<file path="src/hdl/isort_pkg.sv">
`timescale 1ns / 1ps
`default_nettype none

package isort_pkg;

  localparam int DEPTH   = 32;
  localparam int VALUE_W = 32;
  localparam int CNT_W   = $clog2(DEPTH + 1);

  typedef logic signed [VALUE_W-1:0] value_t;
  typedef logic [CNT_W-1:0]          count_t;

  // Operation broadcast to every cell of the chain
  typedef enum logic [1:0] {
    OP_HOLD,
    OP_INSERT,
    OP_SHIFT
  } cell_op_t;

  typedef enum logic {
    ST_LOAD,
    ST_DRAIN
  } state_t;

  // What a cell shows its neighbours
  typedef struct packed {
    logic   valid;
    value_t value;
    logic   ge;
  } cell_link_t;

  typedef struct packed {
    cell_op_t op;
    value_t   new_value;
  } cell_cmd_t;

endpackage

`default_nettype wire

</file>
<file path="src/hdl/isort_if.sv">
`timescale 1ns / 1ps
`default_nettype none

interface isort_in_if;
  logic                  valid;
  logic                  ready;
  isort_pkg::value_t     sample_value;
  logic                  is_final;

  modport source (output valid, output sample_value, output is_final, input ready);
  modport sink   (input valid, input sample_value, input is_final, output ready);
endinterface

interface isort_out_if;
  logic                  valid;
  logic                  ready;
  isort_pkg::value_t     sorted_value;
  logic                  end_of_run;
  logic                  overflowed;

  modport source (output valid, output sorted_value, output end_of_run, output overflowed,
                  input ready);
  modport sink   (input valid, input sorted_value, input end_of_run, input overflowed,
                  output ready);
endinterface

`default_nettype wire

</file>
<file path="src/hdl/isort_cell.sv">
`timescale 1ns / 1ps
`default_nettype none

module isort_cell (
  input  logic                  clk,
  input  logic                  rst_n,
  input  isort_pkg::cell_cmd_t  cmd,
  input  isort_pkg::cell_link_t from_prev,
  input  isort_pkg::cell_link_t from_next,
  output isort_pkg::cell_link_t link
);

  logic              valid_r;
  logic              valid_nxt;
  isort_pkg::value_t value_r;
  isort_pkg::value_t value_nxt;
  logic              ge;

  // The new word belongs at or before this cell (in front of equal values)
  assign ge = !valid_r || (value_r >= cmd.new_value);

  assign link.valid = valid_r;
  assign link.value = value_r;
  assign link.ge    = ge;

  always_comb begin
    valid_nxt = valid_r;
    value_nxt = value_r;
    case (cmd.op)
      isort_pkg::OP_INSERT: begin
        if (ge) begin
          if (from_prev.ge) begin
            // make room: take the neighbour's entry
            valid_nxt = from_prev.valid;
            value_nxt = from_prev.value;
          end else begin
            valid_nxt = 1'b1;
            value_nxt = cmd.new_value;
          end
        end
      end
      isort_pkg::OP_SHIFT: begin
        valid_nxt = from_next.valid;
        value_nxt = from_next.value;
      end
      default: begin
        valid_nxt = valid_r;
        value_nxt = value_r;
      end
    endcase
  end

  always_ff @(posedge clk) begin
    if (!rst_n) begin
      valid_r <= 1'b0;
    end else begin
      valid_r <= valid_nxt;
    end
  end

  always_ff @(posedge clk) begin
    value_r <= value_nxt;
  end

endmodule

`default_nettype wire

</file>
<file path="src/hdl/insertion_sorter_top.sv">
`timescale 1ns / 1ps
`default_nettype none

// Insertion sorter. Signed 32-bit words arrive on in_ch and are kept in ascending order in
// a row of 32 cells; a new word goes in front of equal words already held. While loading,
// one word is taken every cycle: all cells compare the incoming word with their own entry
// at once and those at or above the insertion point shift up by one place in the same
// cycle. Once the store holds 32 words, further words are dropped and the set is flagged
// as overflowed. The word marked is_final is inserted (or dropped) like any other and then
// the whole store is emitted on out_ch, lowest first, one word per cycle as fast as the
// sink takes them, by shifting the chain towards cell 0; the last word of the set carries
// end_of_run and every word of the set carries overflowed. in_ch is held off (ready low)
// while the store drains; the next set may start loading while the last word of the
// previous set still waits in the output register.

module insertion_sorter_top (
  input  logic               clk,
  input  logic               rst_n,
  isort_in_if.sink           in_ch,
  isort_out_if.source        out_ch
);

  localparam int DEPTH = isort_pkg::DEPTH;

  isort_pkg::state_t     state_r;
  isort_pkg::state_t     state_nxt;
  isort_pkg::count_t     fill_count_r;
  isort_pkg::count_t     fill_count_nxt;
  logic                  dropped_r;
  logic                  dropped_nxt;

  logic                  out_valid_r;
  logic                  out_valid_nxt;
  isort_pkg::value_t     out_value_r;
  isort_pkg::value_t     out_value_nxt;
  logic                  out_end_r;
  logic                  out_end_nxt;
  logic                  out_ovf_r;
  logic                  out_ovf_nxt;

  isort_pkg::cell_cmd_t  cmd;
  isort_pkg::cell_link_t links [DEPTH];
  logic [DEPTH-1:0]      valid_vec;
  logic                  store_full;
  logic                  out_load;

  assign store_full = (fill_count_r == isort_pkg::count_t'(DEPTH));

  // Cell chain: each cell sees its lower and upper neighbour
  for (genvar i = 0; i < DEPTH; i++) begin : g_cell
    isort_pkg::cell_link_t from_prev;
    isort_pkg::cell_link_t from_next;

    if (i == 0) begin : g_first
      assign from_prev = '{valid: 1'b0, value: '0, ge: 1'b0};
    end else begin : g_mid_lo
      assign from_prev = links[i-1];
    end

    if (i == DEPTH - 1) begin : g_last
      assign from_next = '{valid: 1'b0, value: '0, ge: 1'b1};
    end else begin : g_mid_hi
      assign from_next = links[i+1];
    end

    isort_cell u_cell (
      .clk       (clk),
      .rst_n     (rst_n),
      .cmd       (cmd),
      .from_prev (from_prev),
      .from_next (from_next),
      .link      (links[i])
    );

    assign valid_vec[i] = links[i].valid;
  end

  always_ff @(posedge clk) begin
    if (!rst_n) begin
      state_r      <= isort_pkg::ST_LOAD;
      fill_count_r <= '0;
      dropped_r    <= 1'b0;
      out_valid_r  <= 1'b0;
    end else begin
      state_r      <= state_nxt;
      fill_count_r <= fill_count_nxt;
      dropped_r    <= dropped_nxt;
      out_valid_r  <= out_valid_nxt;
    end
  end

  // Output word register: payload needs no reset
  always_ff @(posedge clk) begin
    out_value_r <= out_value_nxt;
    out_end_r   <= out_end_nxt;
    out_ovf_r   <= out_ovf_nxt;
  end

  always_comb begin
    state_nxt      = state_r;
    fill_count_nxt = fill_count_r;
    dropped_nxt    = dropped_r;
    out_valid_nxt  = out_valid_r && !out_ch.ready;
    out_value_nxt  = out_value_r;
    out_end_nxt    = out_end_r;
    out_ovf_nxt    = out_ovf_r;
    cmd.op         = isort_pkg::OP_HOLD;
    cmd.new_value  = in_ch.sample_value;
    in_ch.ready    = 1'b0;
    out_load       = 1'b0;

    case (state_r)
      isort_pkg::ST_LOAD: begin
        // ready stays high throughout loading, so valid alone marks an accepted word
        in_ch.ready = 1'b1;
        if (in_ch.valid) begin
          if (store_full) begin
            // drop the word, remember it for the whole set
            dropped_nxt = 1'b1;
          end else begin
            cmd.op         = isort_pkg::OP_INSERT;
            fill_count_nxt = fill_count_r + isort_pkg::count_t'(1);
          end
          if (in_ch.is_final) begin
            state_nxt = isort_pkg::ST_DRAIN;
          end
        end
      end
      isort_pkg::ST_DRAIN: begin
        out_load = !out_valid_r || out_ch.ready;
        if (out_load) begin
          // pop cell 0 into the output register and advance the chain
          cmd.op         = isort_pkg::OP_SHIFT;
          out_valid_nxt  = 1'b1;
          out_value_nxt  = links[0].value;
          out_end_nxt    = (fill_count_r == isort_pkg::count_t'(1));
          out_ovf_nxt    = dropped_r;
          fill_count_nxt = fill_count_r - isort_pkg::count_t'(1);
          if (fill_count_r == isort_pkg::count_t'(1)) begin
            state_nxt   = isort_pkg::ST_LOAD;
            dropped_nxt = 1'b0;
          end
        end
      end
      default: begin
        state_nxt = isort_pkg::ST_LOAD;
      end
    endcase
  end

  assign out_ch.valid        = out_valid_r;
  assign out_ch.sorted_value = out_value_r;
  assign out_ch.end_of_run   = out_end_r;
  assign out_ch.overflowed   = out_ovf_r;

  // The number of held entries tracks the fill count, and cell 0 holds one unless the store is empty
  a_fill_matches_cells: assert property (@(posedge clk) disable iff (!rst_n)
    ($countones(valid_vec) == int'(fill_count_r)) &&
    (valid_vec[0] || (fill_count_r == '0)))
    else $error("cell valid bits disagree with fill count");

  // A drain never runs on an empty store
  a_drain_not_empty: assert property (@(posedge clk) disable iff (!rst_n)
    (state_r == isort_pkg::ST_DRAIN) |-> (fill_count_r != '0))
    else $error("drain with empty store");

  // Loading the last word of a set returns to loading with an empty store
  a_end_returns_load: assert property (@(posedge clk) disable iff (!rst_n)
    (out_load && out_end_nxt) |=> ((state_r == isort_pkg::ST_LOAD) &&
                                   (fill_count_r == '0) && !dropped_r))
    else $error("set end did not return to load");

  // Overflow is only flagged once the store has been full
  a_drop_when_full: assert property (@(posedge clk) disable iff (!rst_n)
    ($rose(dropped_r) && ($past(state_r) == isort_pkg::ST_LOAD)) |->
      (fill_count_r == isort_pkg::count_t'(DEPTH)))
    else $error("word dropped with room in store");

endmodule

`default_nettype wire
</file>
<file path="src/flat_wrapper.sv">
// flat-port wrapper written by rule: the top's interface ports become plain ports
module insertion_sorter_top_flat 
  (clk, rst_n, in_ch_valid, in_ch_sample_value, in_ch_is_final, in_ch_ready, out_ch_valid, out_ch_sorted_value, out_ch_end_of_run, out_ch_overflowed, out_ch_ready);
  isort_in_if in_ch_i ();
  isort_out_if out_ch_i ();
  input  logic clk;
  input  logic rst_n;
  input wire logic [$bits(in_ch_i.valid)-1:0] in_ch_valid;
  input wire logic [$bits(in_ch_i.sample_value)-1:0] in_ch_sample_value;
  input wire logic [$bits(in_ch_i.is_final)-1:0] in_ch_is_final;
  output wire logic [$bits(in_ch_i.ready)-1:0] in_ch_ready;
  output wire logic [$bits(out_ch_i.valid)-1:0] out_ch_valid;
  output wire logic [$bits(out_ch_i.sorted_value)-1:0] out_ch_sorted_value;
  output wire logic [$bits(out_ch_i.end_of_run)-1:0] out_ch_end_of_run;
  output wire logic [$bits(out_ch_i.overflowed)-1:0] out_ch_overflowed;
  input wire logic [$bits(out_ch_i.ready)-1:0] out_ch_ready;
  assign in_ch_i.valid = in_ch_valid;
  assign in_ch_i.sample_value = in_ch_sample_value;
  assign in_ch_i.is_final = in_ch_is_final;
  assign in_ch_ready = in_ch_i.ready;
  assign out_ch_valid = out_ch_i.valid;
  assign out_ch_sorted_value = out_ch_i.sorted_value;
  assign out_ch_end_of_run = out_ch_i.end_of_run;
  assign out_ch_overflowed = out_ch_i.overflowed;
  assign out_ch_i.ready = out_ch_ready;
  insertion_sorter_top u_core (.clk(clk), .rst_n(rst_n), .in_ch(in_ch_i), .out_ch(out_ch_i));
endmodule
</file>
<file path="config.mk">
export PLATFORM = sky130hd
export DESIGN_NAME = insertion_sorter_top_flat
export DESIGN_NICKNAME = d
export VERILOG_FILES = /design/src/hdl/isort_pkg.sv /design/src/hdl/isort_if.sv /design/src/hdl/isort_cell.sv /design/src/hdl/insertion_sorter_top.sv /design/src/flat_wrapper.sv
export SDC_FILE = /design/constraint.sdc
export NUM_CORES = 2
export LEC_CHECK = 0
export BUFFER_PORTS_ARGS = -buffer_cell sky130_fd_sc_hd__buf_4
export CAP_MARGIN = 20
export CORE_MARGIN = 8
export CORE_UTILIZATION = 60
export CTS_CLUSTER_DIAMETER = 60
export CTS_CLUSTER_SIZE = 30
export DETAILED_ROUTE_END_ITERATION = 6
export GPL_TIMING_DRIVEN = 1
export MAX_ROUTING_LAYER = met4
export PLACE_DENSITY = 0.72
export SYNTH_ARGS = -nofsm -noshare
export SYNTH_HDL_FRONTEND = slang
export SYNTH_SLANG_ARGS = --single-unit
</file>
<file path="constraint.sdc">
create_clock -name clk -period 6.4 [get_ports clk]
set_clock_uncertainty 0.05 [all_clocks]
set_input_delay 0.64 -clock clk [delete_from_list [all_inputs] [get_ports clk]]
set_output_delay 0.64 -clock clk [all_outputs]
set_load 0.005 [all_outputs]
</file>
==> flow_summary.toml <==
[power]
p_switching_w = 0.0115
cellPowerDensity_nw_per_um2 = 369
leakage_nw = 35.7
seqPwrFrac_pct = 44.0
p_sw_share_pct = 37.9
combPwrFrac_pct = 31.2
p_clk_share_pct = 24.7
ir_drop_mv = 0.286
intPower_w = 0.0188

[grt]
grt.total_usage_pct = 41.6
grt_pass1_vias = 62100
grt_max_degree = 272
grt_pass1_wl_um = 419000
antenna_found_initial = 15
overflow = 0

[critical_path]
cpMaxStageDelayCell = "nor4_1"
crit_top_cell = "buf_4"
cp.required_ns = 6.78
arrival_ns = 4.98
crit_chain = "buf_4, inv_2, buf_4, ha_1, nand2_1, o21ai_0, a221o_1, nor4_1, nor4_4, o21ai_2, buf_4"
slowest_delay_ns = 0.77
cp-end-kind = "register"
critical_path.max_fanout = 21
worst-setup-path-type = "in -> reg"
startpoint_type = "input pin"

[yosys]
synth_edf_count = 1058
synth_async_sr_flop_share_pct = 0
ys_warn_count = 0
ys_ff_latch = 1099
syn_nets = 7720
synthFlopType = "edfxtp_1"
synth_top_family_by_area = "compound AO/OA/AOI/OAI gates"
synthAdderAreaFrac_pct = 17.0
synth_compound_area_share_pct = 20.4
avgSynthCellArea_sq_um = 11.3
yosysUniqueCellTypes = 64
syn_inst = 6655
yosys.area_share.xor_xnor_pct = 0.0580
synthesis.area_sq_um = 75500
yosys.area_share.simple_pct = 15.7
synth-seq-area-share_pct = 43.2
muxShareOfSynthArea_pct = 0.438

[job]
cap_violations = 0

[detailed_routing]
detail_route.wl_per_cell_um = 34.8
drtIter0Drc = 11000
drc = 2
ant_nets = 0
vias_per_cell = 8.03
first_pass_iters = 7
wl_um = 289000
via_count = 66600

[cells_and_area]
area_delta_synth_final_pct = 8.96
post_route_cells_drive_above_1_share_pct = 9.33
fillers = 9500
fin_nets = 7587
design_area_sq_um = 82200
layout_commonest_cell = "edfxtp_1"
most-common-layout-cells = "edfxtp_1, ha_1, a221o_1"

[die]
pin_count = 73
die_y_um = 371
dieArea_sq_um = 137000
rows = 130
fp.coreArea_sq_um = 125000
start_util_pct = 60.3
die_w_um = 371

[run_status]
status = "complete, but fails checks"
failed_checks = "DRC"

[sta]
worstMarginPinSlew_ns = 1.43
rsz0062_at_grt = "no"
max_freq_mhz = 218
final-setup-viol-count = 0
period_share_pct = 71.8
finalCriticalPeriod_ns = 4.59
finalHoldViolCount = 0
slew_headroom_pct = 4.67
setup_tns_ns = 0
drv_slew = 0

[clocking]
cts_tree = "yes"
cts_resized = 0
clock_latency_ns = 0.78
hold_buffers = 0
cts-htree-levels = 3
cts_sinks = 1099
post_cts_buffers = 0
clkTransAtPathRegs_ns = 0.09
cts_buffers = 117
clock_path_buffers = 3
clockRootBuffer = "clkbuf_16"

[hold_path]
hp-class = "in -> reg"

[placement]
port_buffers = 72
gp_congestion = 1.03
hpwl_um = 199000
dpl_cell_area_sq_um = 78000
==> per-layer routing <==
layer  routed length [um]  GRT usage (%)
met1               105000           53.1
met2               123000           59.9
met3                40300           10.9
met4                20200           23.8
met5                    0              -
==> cell families (layout without fill, tap and decap cells) <==
| logic type | Yosys count | count (layout) |
|---|---|---|
| flip-flops | 1099 | 1099 |
| buffers and inverters | 601 | 569 |
| multiplexers | 33 | 33 |
| adder cells (fa/ha/maj) | 1028 | 1028 |
| AO/OA/AOI/OAI | 1878 | 1878 |
| other | 0 | 13 |
| XOR/XNOR | 5 | 5 |
| AND/OR/NAND/NOR | 2011 | 2011 |
==> per-stage QoR <==
stage	hold WS, ns	power (W)	utilization [%]	instances	setup WS, ns
floorplan	0.358	0.0186	-	6655	0.573
global placement	0.364	0.0219	62.3	8052	1.30
detailed placement	0.380	0.0224	62.3	8052	1.16
CTS	0.00645	0.0298	65.6	8272	1.94
global route	0.0582	0.0313	65.6	8281	1.77
finish	0.0369	0.0303	65.7	8286	1.81
==> path summary, 6_finish.rpt <==
check	slack, ns	startpoint	cells past startpoint	end
worst max-delay path	1.81	in_ch_sample_value[18]	11	u_core.g_cell[20].u_cell.value_r[20]
worst min-delay path	0.04	in_ch_is_final	3	u_core.state_r
worst max register to register	2.18	u_core.g_cell[21].u_cell.value_r[31]	8	u_core.g_cell[21].u_cell.value_r[21]
worst min register to register	0.41	u_core.dropped_r	0	u_core.out_ch.overflowed
==> Yosys cell counts, types with 2 or more instances <==
| library cell | instances | area share, % |
|---|---|---|
| a211oi_1 | 53 | 0.53 |
| nand3_1 | 180 | 1.2 |
| edfxtp_1 | 1058 | 42 |
| a221o_1 | 990 | 13 |
| nor2_2 | 5 | 0.041 |
| nor3_1 | 35 | 0.23 |
| nor4_1 | 92 | 0.76 |
| o211a_1 | 3 | 0.040 |
| o41ai_1 | 2 | 0.023 |
| nand2b_1 | 7 | 0.058 |
| nand2_1 | 330 | 1.6 |
| and2_1 | 4 | 0.033 |
| buf_1 | 6 | 0.030 |
| nor2_1 | 46 | 0.23 |
| o211ai_1 | 30 | 0.30 |
| o31a_1 | 28 | 0.32 |
| inv_1 | 69 | 0.34 |
| and4_1 | 11 | 0.13 |
| nor2b_1 | 36 | 0.30 |
| clkbuf_1 | 434 | 2.2 |
| or4_1 | 3 | 0.030 |
| mux2i_1 | 33 | 0.44 |
| o21ai_0 | 114 | 0.76 |
| a21o_1 | 150 | 1.5 |
| dfxtp_1 | 41 | 1.1 |
| a211o_1 | 2 | 0.023 |
| buf_4 | 3 | 0.030 |
| nand4_1 | 238 | 2.0 |
| o22ai_1 | 29 | 0.24 |
| o21a_1 | 3 | 0.030 |
| o41a_1 | 27 | 0.40 |
| or3_1 | 26 | 0.22 |
| and3_1 | 962 | 8.0 |
| buf_2 | 88 | 0.58 |
| ha_1 | 1028 | 17 |
| a31oi_1 | 2 | 0.017 |
| a21oi_1 | 416 | 2.8 |
| xnor2_1 | 4 | 0.046 |
| a21boi_0 | 14 | 0.14 |
| nor4_4 | 29 | 0.82 |
==> critical path: cells and delay by family <==
kind	cells	cell delay, ns
AO/OA/AOI/OAI	3	1.36
buffers and inverters	4	1.66
adder cells (fa/ha/maj)	1	0.36
AND/OR/NAND/NOR	3	0.90
==> layout make-up <==
| class | instances | area (sq um) | share of cell area [%] |
|---|---|---|---|
| antenna | 13 | 32.5 | 0.0396 |
| clock buffer | 131 | 3050 | 3.71 |
| clock inverter | 89 | 1090 | 1.33 |
| inverter | 70 | 270 | 0.329 |
| multi-input combinational | 4955 | 40800 | 49.6 |
| sequential | 1099 | 32600 | 39.6 |
| tap | 1650 | 2060 | 2.51 |
| timing repair buffer | 279 | 2340 | 2.85 |
==> power groups by stage <==
stage / registers, W / clock network, W / logic (W)
2_1_floorplan: 0.0119 / 0 / 0.00674
6_report: 0.0134 / 0.00750 / 0.00947
5_1_grt: 0.0133 / 0.00774 / 0.0103
4_1_cts: 0.0131 / 0.00748 / 0.00916
3_5_place_dp: 0.0133 / 0 / 0.00911
3_3_place_gp: 0.0133 / 0 / 0.00865
==> state kept, by name, summed over array words and instances, names as in the netlist <==
name and count:
u_core.dropped_r 1, u_core.out_ch.overflowed 1, u_core.state_r 1, u_core.out_ch.valid 1, u_core.fill_count_r 6, u_core.out_ch.sorted_value 32
u_core.out_ch.end_of_run 1, u_core.g_cell.u_cell.value_r 1024, u_core.g_cell.u_cell.valid_r 32
Note: power is estimated with default switching activity, not from simulation.
